[src/rtl/core/sec_pkg.sv]
`timescale 1ns / 1ps
`default_nettype none

package sec_pkg;

  localparam int FEEDBACK_BITS_DEFAULT = 10;

  localparam int ANGLE_W  = 8;
  localparam int STEP_W   = 7;
  localparam int THRESH_W = 10;
  localparam int CFG_W    = 10;
  localparam int CFG_IDX_W = 2;
  // Signed width that holds an angle plus or minus two steps.
  localparam int SUM_W    = 10;

  localparam logic [THRESH_W-1:0] STALL_THRESHOLD_RESET = 10'd5;
  localparam logic [STEP_W-1:0]   ANGLE_STEP_RESET      = 7'd10;
  localparam logic [ANGLE_W-1:0]  FULL_ANGLE_RESET      = 8'd180;

  localparam logic [CFG_IDX_W-1:0] CFG_STALL_THRESHOLD = 2'd0;
  localparam logic [CFG_IDX_W-1:0] CFG_ANGLE_STEP      = 2'd1;
  localparam logic [CFG_IDX_W-1:0] CFG_FULL_ANGLE      = 2'd2;

  typedef enum logic [1:0] {
    OP_START   = 2'd0,
    OP_SAMPLE  = 2'd1,
    OP_GO_HIGH = 2'd2,
    OP_GO_LOW  = 2'd3
  } op_t;

  typedef enum logic [3:0] {
    PH_IDLE  = 4'b0001,
    PH_UP    = 4'b0010,
    PH_REREF = 4'b0100,
    PH_DOWN  = 4'b1000
  } phase_t;

  typedef struct packed {
    logic               drive_valid;
    logic [ANGLE_W-1:0] drive_angle;
    logic               busy_res;
    logic [ANGLE_W-1:0] low_limit;
    logic [ANGLE_W-1:0] high_limit;
    logic               finished;
  } result_t;

  function automatic logic [ANGLE_W-1:0] clamp_angle(input logic signed [SUM_W-1:0] v,
                                                     input logic [ANGLE_W-1:0] full);
    logic [ANGLE_W-1:0] r;
    if (v < 0) begin
      r = '0;
    end else if (v > $signed({{(SUM_W-ANGLE_W){1'b0}}, full})) begin
      r = full;
    end else begin
      r = v[ANGLE_W-1:0];
    end
    return r;
  endfunction

endpackage

`default_nettype wire

[src/rtl/core/sec_in_reg.sv]
`timescale 1ns / 1ps
`default_nettype none

module sec_in_reg #(
  parameter int FEEDBACK_BITS = sec_pkg::FEEDBACK_BITS_DEFAULT
) (
  input  wire logic                         clk,
  input  wire logic                         rst,
  input  wire logic                         load,
  input  wire logic                         advance,
  input  wire logic [1:0]                   op_d,
  input  wire logic [sec_pkg::ANGLE_W-1:0]  start_angle_d,
  input  wire logic [FEEDBACK_BITS-1:0]     feedback_d,
  output logic                              full,
  output logic [1:0]                        op_q,
  output logic [sec_pkg::ANGLE_W-1:0]       start_angle_q,
  output logic [FEEDBACK_BITS-1:0]          feedback_q
);

  always_ff @(posedge clk) begin
    if (rst) begin
      full <= 1'b0;
    end else if (load) begin
      full <= 1'b1;
    end else if (advance) begin
      full <= 1'b0;
    end
  end

  always_ff @(posedge clk) begin
    if (load) begin
      op_q          <= op_d;
      start_angle_q <= start_angle_d;
      feedback_q    <= feedback_d;
    end
  end

endmodule

`default_nettype wire

[src/rtl/core/sec_step.sv]
`timescale 1ns / 1ps
`default_nettype none

module sec_step #(
  parameter int FEEDBACK_BITS = sec_pkg::FEEDBACK_BITS_DEFAULT
) (
  input  wire logic                          clk,
  input  wire logic                          rst,
  input  wire logic                          cfg_write,
  input  wire logic [sec_pkg::CFG_IDX_W-1:0] cfg_index,
  input  wire logic [sec_pkg::CFG_W-1:0]     cfg_data,
  input  wire logic                          advance,
  input  wire logic [1:0]                    op,
  input  wire logic [sec_pkg::ANGLE_W-1:0]   start_angle,
  input  wire logic [FEEDBACK_BITS-1:0]      feedback,
  output sec_pkg::result_t                   result
);

  localparam int DW = ((FEEDBACK_BITS > sec_pkg::THRESH_W) ? FEEDBACK_BITS
                                                            : sec_pkg::THRESH_W) + 1;
  localparam int SW = sec_pkg::SUM_W;
  localparam int AW = sec_pkg::ANGLE_W;

  logic [sec_pkg::THRESH_W-1:0] stall_threshold;
  logic [sec_pkg::STEP_W-1:0]   angle_step;
  logic [AW-1:0]                full_angle;

  sec_pkg::phase_t            phase, phase_next;
  logic [AW-1:0]              sweep_angle, sweep_angle_next;
  logic [FEEDBACK_BITS-1:0]   reference_feedback, reference_feedback_next;
  logic [AW-1:0]              lower_limit_reg, lower_limit_reg_next;
  logic [AW-1:0]              upper_limit_reg, upper_limit_reg_next;

  logic signed [SW-1:0] a_s, st_s, st2_s, start_s;
  logic [AW-1:0]        plus1, plus2, minus1, minus2, start_plus;
  logic signed [DW-1:0] fb_s, ref_s, thr_s, rise_up, rise_down;
  logic                 stall_up, stall_down;
  logic                 dv, fin;
  logic [AW-1:0]        da;

  always_ff @(posedge clk) begin
    if (rst) begin
      stall_threshold <= sec_pkg::STALL_THRESHOLD_RESET;
      angle_step      <= sec_pkg::ANGLE_STEP_RESET;
      full_angle      <= sec_pkg::FULL_ANGLE_RESET;
    end else if (cfg_write) begin
      case (cfg_index)
        sec_pkg::CFG_STALL_THRESHOLD: stall_threshold <= cfg_data[sec_pkg::THRESH_W-1:0];
        sec_pkg::CFG_ANGLE_STEP:      angle_step      <= cfg_data[sec_pkg::STEP_W-1:0];
        sec_pkg::CFG_FULL_ANGLE:      full_angle      <= cfg_data[AW-1:0];
        default: begin
        end
      endcase
    end
  end

  assign a_s     = $signed({{(SW-AW){1'b0}}, sweep_angle});
  assign st_s    = $signed({{(SW-sec_pkg::STEP_W){1'b0}}, angle_step});
  assign st2_s   = $signed({{(SW-sec_pkg::STEP_W-1){1'b0}}, angle_step, 1'b0});
  assign start_s = $signed({{(SW-AW){1'b0}}, start_angle});

  assign plus1      = sec_pkg::clamp_angle(a_s + st_s, full_angle);
  assign plus2      = sec_pkg::clamp_angle(a_s + st2_s, full_angle);
  assign minus1     = sec_pkg::clamp_angle(a_s - st_s, full_angle);
  assign minus2     = sec_pkg::clamp_angle(a_s - st2_s, full_angle);
  assign start_plus = sec_pkg::clamp_angle(start_s + st_s, full_angle);

  assign fb_s      = $signed({{(DW-FEEDBACK_BITS){1'b0}}, feedback});
  assign ref_s     = $signed({{(DW-FEEDBACK_BITS){1'b0}}, reference_feedback});
  assign thr_s     = $signed({{(DW-sec_pkg::THRESH_W){1'b0}}, stall_threshold});
  assign rise_up   = fb_s - ref_s;
  assign rise_down = ref_s - fb_s;
  assign stall_up   = rise_up < thr_s;
  assign stall_down = rise_down < thr_s;

  always_comb begin
    phase_next              = phase;
    sweep_angle_next        = sweep_angle;
    reference_feedback_next = reference_feedback;
    lower_limit_reg_next    = lower_limit_reg;
    upper_limit_reg_next    = upper_limit_reg;
    dv  = 1'b0;
    da  = '0;
    fin = 1'b0;
    case (sec_pkg::op_t'(op))
      sec_pkg::OP_START: begin
        phase_next              = sec_pkg::PH_UP;
        reference_feedback_next = feedback;
        sweep_angle_next        = start_plus;
        dv = 1'b1;
        da = start_plus;
      end
      sec_pkg::OP_SAMPLE: begin
        case (phase)
          sec_pkg::PH_UP: begin
            if (stall_up) begin
              upper_limit_reg_next = minus1;
              sweep_angle_next     = minus2;
              phase_next           = sec_pkg::PH_REREF;
              dv = 1'b1;
              da = minus2;
            end else begin
              reference_feedback_next = feedback;
              if (sweep_angle >= full_angle) begin
                upper_limit_reg_next = full_angle;
                phase_next           = sec_pkg::PH_REREF;
              end else begin
                sweep_angle_next = plus1;
                dv = 1'b1;
                da = plus1;
              end
            end
          end
          sec_pkg::PH_REREF: begin
            reference_feedback_next = feedback;
            sweep_angle_next        = minus1;
            phase_next              = sec_pkg::PH_DOWN;
            dv = 1'b1;
            da = minus1;
          end
          sec_pkg::PH_DOWN: begin
            if (stall_down) begin
              lower_limit_reg_next = plus1;
              sweep_angle_next     = plus2;
              phase_next           = sec_pkg::PH_IDLE;
              dv  = 1'b1;
              da  = plus2;
              fin = 1'b1;
            end else begin
              reference_feedback_next = feedback;
              if (sweep_angle == '0) begin
                lower_limit_reg_next = '0;
                phase_next           = sec_pkg::PH_IDLE;
                fin = 1'b1;
              end else begin
                sweep_angle_next = minus1;
                dv = 1'b1;
                da = minus1;
              end
            end
          end
          default: begin
          end
        endcase
      end
      sec_pkg::OP_GO_HIGH: begin
        if (phase == sec_pkg::PH_IDLE) begin
          dv = 1'b1;
          da = upper_limit_reg;
        end
      end
      sec_pkg::OP_GO_LOW: begin
        if (phase == sec_pkg::PH_IDLE) begin
          dv = 1'b1;
          da = lower_limit_reg;
        end
      end
      default: begin
      end
    endcase
  end

  always_ff @(posedge clk) begin
    if (rst) begin
      phase              <= sec_pkg::PH_IDLE;
      sweep_angle        <= '0;
      reference_feedback <= '0;
      lower_limit_reg    <= '0;
      upper_limit_reg    <= sec_pkg::FULL_ANGLE_RESET;
    end else if (advance) begin
      phase              <= phase_next;
      sweep_angle        <= sweep_angle_next;
      reference_feedback <= reference_feedback_next;
      lower_limit_reg    <= lower_limit_reg_next;
      upper_limit_reg    <= upper_limit_reg_next;
    end
  end

  always_comb begin
    result.drive_valid = dv;
    result.drive_angle = da;
    result.busy_res    = (phase_next != sec_pkg::PH_IDLE);
    result.low_limit   = lower_limit_reg_next;
    result.high_limit  = upper_limit_reg_next;
    result.finished    = fin;
  end

`ifndef SYNTHESIS
  a_fin_not_busy: assert property (@(posedge clk) disable iff (rst)
    advance && fin |-> phase_next == sec_pkg::PH_IDLE)
    else $error("finishing request leaves calibration busy");
  a_quiet_angle: assert property (@(posedge clk) disable iff (rst)
    advance && !dv |-> da == '0)
    else $error("angle driven without a command");
  a_state_hold: assert property (@(posedge clk) disable iff (rst)
    !advance |=> $stable(phase) && $stable(sweep_angle))
    else $error("state moved without a request");
`endif

endmodule

`default_nettype wire

[src/rtl/core/sec_out_reg.sv]
`timescale 1ns / 1ps
`default_nettype none

module sec_out_reg (
  input  wire logic              clk,
  input  wire logic              rst,
  input  wire logic              load,
  input  wire logic              stall,
  input  wire sec_pkg::result_t  result_d,
  output logic                   valid,
  output sec_pkg::result_t       result_q
);

  always_ff @(posedge clk) begin
    if (rst) begin
      valid <= 1'b0;
    end else if (load) begin
      valid <= 1'b1;
    end else if (!stall) begin
      valid <= 1'b0;
    end
  end

  always_ff @(posedge clk) begin
    if (load) begin
      result_q <= result_d;
    end
  end

endmodule

`default_nettype wire

[src/rtl/core/servo_endstop_calibrator.sv]
// Channel  Direction  Handshake               Payload
// in       input      in_valid / in_stall     op, start_angle, feedback
// out      output     out_valid / out_stall   drive_valid, drive_angle, busy_res,
//                                             low_limit, high_limit, finished
// cfg      input      cfg_write               cfg_index, cfg_data
//
// Each request is held in the input register and then in the result register,
// where its result is presented until it is taken; one request is taken every
// cycle while the output is not stalled.
// Reset is synchronous; no clearing pass follows it.
// A stalled output holds its result; the input register then fills and the
// input stalls until the result is taken.
`timescale 1ns / 1ps
`default_nettype none

module servo_endstop_calibrator #(
  parameter int FEEDBACK_BITS = sec_pkg::FEEDBACK_BITS_DEFAULT
) (
  input  wire logic                          clk,
  input  wire logic                          rst,
  input  wire logic                          cfg_write,
  input  wire logic [sec_pkg::CFG_IDX_W-1:0] cfg_index,
  input  wire logic [sec_pkg::CFG_W-1:0]     cfg_data,
  input  wire logic                          in_valid,
  output logic                               in_stall,
  input  wire logic [1:0]                    op,
  input  wire logic [sec_pkg::ANGLE_W-1:0]   start_angle,
  input  wire logic [FEEDBACK_BITS-1:0]      feedback,
  output logic                               out_valid,
  input  wire logic                          out_stall,
  output logic                               drive_valid,
  output logic [sec_pkg::ANGLE_W-1:0]        drive_angle,
  output logic                               busy_res,
  output logic [sec_pkg::ANGLE_W-1:0]        low_limit,
  output logic [sec_pkg::ANGLE_W-1:0]        high_limit,
  output logic                               finished
);

  logic                          in_full;
  logic                          in_load;
  logic                          advance;
  logic [1:0]                    op_q;
  logic [sec_pkg::ANGLE_W-1:0]   start_angle_q;
  logic [FEEDBACK_BITS-1:0]      feedback_q;
  sec_pkg::result_t              step_result;
  sec_pkg::result_t              out_result;

  assign advance  = in_full && (!out_valid || !out_stall);
  assign in_stall = in_full && !advance;
  assign in_load  = in_valid && !in_stall;

  sec_in_reg #(
    .FEEDBACK_BITS(FEEDBACK_BITS)
  ) u_in_reg (
    .clk          (clk),
    .rst          (rst),
    .load         (in_load),
    .advance      (advance),
    .op_d         (op),
    .start_angle_d(start_angle),
    .feedback_d   (feedback),
    .full         (in_full),
    .op_q         (op_q),
    .start_angle_q(start_angle_q),
    .feedback_q   (feedback_q)
  );

  sec_step #(
    .FEEDBACK_BITS(FEEDBACK_BITS)
  ) u_step (
    .clk        (clk),
    .rst        (rst),
    .cfg_write  (cfg_write),
    .cfg_index  (cfg_index),
    .cfg_data   (cfg_data),
    .advance    (advance),
    .op         (op_q),
    .start_angle(start_angle_q),
    .feedback   (feedback_q),
    .result     (step_result)
  );

  sec_out_reg u_out_reg (
    .clk     (clk),
    .rst     (rst),
    .load    (advance),
    .stall   (out_stall),
    .result_d(step_result),
    .valid   (out_valid),
    .result_q(out_result)
  );

  assign drive_valid = out_result.drive_valid;
  assign drive_angle = out_result.drive_angle;
  assign busy_res    = out_result.busy_res;
  assign low_limit   = out_result.low_limit;
  assign high_limit  = out_result.high_limit;
  assign finished    = out_result.finished;

`ifndef SYNTHESIS
  a_advance_fills_out: assert property (@(posedge clk) disable iff (rst)
    advance |=> out_valid)
    else $error("processed request did not reach the result register");
  a_stall_needs_full: assert property (@(posedge clk) disable iff (rst)
    in_stall |-> in_full && out_valid && out_stall)
    else $error("input stalled without a blocked result");
  a_finished_idle: assert property (@(posedge clk) disable iff (rst)
    out_valid && finished |-> !busy_res)
    else $error("finished result still reports busy");
`endif

endmodule

`default_nettype wire

[config.mk]
export PLATFORM = sky130hd
export DESIGN_NAME = servo_endstop_calibrator
export DESIGN_NICKNAME = d
export VERILOG_FILES = /design/src/rtl/core/sec_pkg.sv /design/src/rtl/core/sec_in_reg.sv /design/src/rtl/core/sec_step.sv /design/src/rtl/core/sec_out_reg.sv /design/src/rtl/core/servo_endstop_calibrator.sv
export SDC_FILE = /design/constraint.sdc
export NUM_CORES = 1
export LEC_CHECK = 0
export ABC_AREA = 1
export BUFFER_PORTS_ARGS = -buffer_cell sky130_fd_sc_hd__buf_2
export CORE_MARGIN = 4
export CORE_UTILIZATION = 55
export DETAILED_ROUTE_END_ITERATION = 10
export PLACE_DENSITY = 0.85
export SYNTH_ARGS = -nofsm -noshare
export SYNTH_HDL_FRONTEND = slang
export SYNTH_HIERARCHICAL = 1
export SYNTH_SLANG_ARGS = --single-unit
[constraint.sdc]
create_clock -name clk -period 9.45 [get_ports clk]
set_input_delay 0.945 -clock clk [delete_from_list [all_inputs] [get_ports clk]]
set_output_delay 0.945 -clock clk [all_outputs]
set_load 0.01 [all_outputs]
==> run metrics <==
RSZ-0062 raised after global routing=false; Tot GR Track Use=~28%; max reg flops=27; compound-cell area share of the yosys netlist=16.1%; EDFF count, synth=between 40 and 50; Clock Root Buffer=clkbuf_16; post-synth design cell area=~9500 sq um; row count=47; wire per inst=around 17 um; final setup vio count=0; slowest stage delay, CP=0.54 ns; chip height=between 100 and 150 um; largest net degree at the start of global routing=48; Area Overhead vs Synth=7.56%; die width=about 140 um; area share of xor/xnor cells in the synthesized design=approximately 3.8%; clock skew=about 0.0087 ns; register area share after synthesis=about 28%; fin nets=around 1.5k; critical path class=register to register; most frequent cell after synthesis=nand2_1; Worst-path clk slew=~0.070 ns; syn_nets=roughly 1.5k; DRT Wirelength=about 27,000 um; worst min path class=register to register; Peak supply drop=about 110 uV; Tmin final=approximately 4.4 ns; H-tree level count=3; antenna cells=0; Synth area leader=ha_1; CTS Buf Count=9; clk buf depth=2; CTS Hold Buffers Added=0; GP Congestion=approximately 1.1; DR pass1 iterations=6; worst path required time=9.66 ns; Setup Buffers After CTS=0; largest register by flop count=u_out_reg/result_q; Hold Fails Final Rpt=0; gr ovfl total=0; drc violations=0; Iter 0 DRT Violations=~910; Fillers=between 1.5k and 2k; CP Capture Type=register; final period utilization=a little under half; Initial Util=between 50% and 60%; Netlist cell types=53; Slowest-stage cell, CP=nand3_1; Synth Flop Type=dfxtp_1; Via density=a little under 6; average cell area after synthesis=7.34 sq um; mux cell area share after synthesis=0%; Post-synth top cells=nand2_1 (260), inv_1 (182), nand3_1 (134); Synth area leaders=ha_1 (16%), edfxtp_1 (15%), dfxtp_1 (14%); post-route cell area=10,300 sq um; main combinational cell family by area after synthesis=simple AND/OR/NAND/NOR gates; CTS tree=done; FFs w/ async S/R, synth=0%; Port-buffer cells=65; leakage power=~5 nW; Crit path top cell by count=nand2_1; Power Density=145 nW/um^2; clk sink count=around 110; first-pass GRT wire length=~44,000 um; Arr. time, crit path=4.61 ns; Setup TNS=0 ns; post-synthesis adder-cell area fraction=between 15 and 20%; YS warnings=6; vias in the first global route=between 8k and 9k; Final Max Slew Viols=0; initial antenna violation count=0; via count=9,114; ANT nets after route=0; clock latency on the worst-skew pair=between 0.3 and 0.4 ns; outcome=completed; # IOs=66; critical path peak fanout=20; Core ar.=16,800 sq um; detailed placer's ending HPWL=21,400 um; relative slew slack=roughly a third; die area=approximately 20,000 sq um; crit start category=register; depth of the most critical reg-to-reg path=20; share of layout cells above drive strength 1=about a tenth; Post-Synth Simple-Gate Area=approximately 25%; Syn Inst Count=1,301; synthesized flop and latch total=between 100 and 150; hold path depth=2; worst-margin pin slew=approximately 1 ns; Synth top area share=15.6%; FMAX=roughly 0.23 GHz; maxcap violations=0; area post-placement=around 10000 sq um; post-CTS resize count=0; crit path cell chain=inv_1 > ha_1 > a21oi_1 > o21ai_0 > a221o_1 > xor2_1 > ha_1 > nand2_1 > inv_1 > nand3_1 > a21oi_1 > o21bai_1 > nand2_1 > nand2_1 > nand2_1 > nand2_1 > nand2_1 > nand3_1 > o21ai_0 > a21oi_1
==> report_power, final <==
part,switching [mW],total [mW],internal [mW],leakage [nW]
sequential,0.0268,0.567,0.540,0.984
clock,0.180,0.385,0.204,0.145
combinational,0.362,0.542,0.180,3.88
total,0.569,1.49,0.925,5.01
==> worst max-delay path, delay by kind of cell, from the launching register on <==
kind / cells / cell delay [ns]
AOI/OAI and AO/OA: 7 / 1.54
xor gates and xnor gates: 1 / 0.17
adders and majority gates: 2 / 0.67
buffers and inverters: 2 / 0.11
DFF: 1 / 0.38
and+or+nand+nor: 8 / 1.36
==> per-stage QoR <==
| step | utilization (%) | std cells | hold slack, ns | power [mW] | setup slack, ns |
|---|---|---|---|---|---|
| after floorplan | - | 1301 | 0.429 | 0.963 | 5.15 |
| after global placement | 59.3 | 1550 | 0.455 | 1.09 | 5.42 |
| after detailed placement | 59.3 | 1550 | 0.473 | 1.10 | 5.25 |
| final | 61.1 | 1566 | 0.482 | 1.49 | 5.05 |
| after CTS | 61.1 | 1566 | 0.484 | 1.49 | 5.11 |
| after global routing | 61.1 | 1566 | 0.510 | 1.59 | 4.68 |
==> per-layer routing <==
| layer | vias up | track usage [%] | wire, um |
|---|---|---|---|
| met4 | 0 | 10.6 | 984 |
| li1 | 4458 | - | - |
| met3 | 76 | 5.11 | 2280 |
| met1 | 4166 | 36.2 | 11500 |
| met5 | - | 0 | 0 |
| met2 | 414 | 45.2 | 12500 |
==> cell families (layout without fill, tap and decap cells) <==
group / after synthesis / in the layout
AO/OA/AOI/OAI: 275 / 275
adder cells (fa/ha/maj): 126 / 126
AND/OR/NAND/NOR: 512 / 512
XOR/XNOR: 41 / 41
buffers and inverters: 235 / 280
flip-flops: 112 / 112
==> layout make-up <==
type / count / area [sq um] / share of cell area, %
Tap cell: 220 / 275 / 2.68
Clock buffer: 12 / 268 / 2.61
Clock inverter: 4 / 33.8 / 0.329
Sequential cell: 112 / 2710 / 26.4
Multi-Input combinational cell: 954 / 5900 / 57.4
Timing Repair Buffer: 67 / 340 / 3.31
Inverter: 197 / 742 / 7.22
==> cells in the final DEF (no fill, tap or decap), types with 5 or more instances in the layout <==
master,Yosys,layout
xor2_1,37,37
buf_2,11,65
ha_1,119,119
dfxtp_1,65,65
nor2_1,50,50
nand3_1,134,134
o21ai_1,30,30
a31oi_1,5,5
o21ai_0,64,64
nand3_2,6,6
nand2_2,8,8
o21bai_1,5,5
fa_1,7,7
nor3_1,11,11
inv_2,12,12
o211ai_1,9,9
edfxtp_1,47,47
clkbuf_16,0,10
o21ai_2,6,6
inv_1,182,182
o22ai_1,11,11
a21oi_1,125,125
nand2_1,260,260
nand4_1,22,22
==> worst paths after layout <==
path	start	endpoint	slack [ns]
worst min register to register	u_step/reference_feedback[3]	u_step/reference_feedback[3]	0.48
worst max-delay path	u_in_reg/feedback_q[2]	u_step/reference_feedback[1]	5.05
worst min-delay path	u_step/reference_feedback[3]	u_step/reference_feedback[3]	0.48
worst max register to register	u_in_reg/feedback_q[2]	u_step/reference_feedback[1]	5.05
Note: power is estimated with default switching activity, not from simulation.
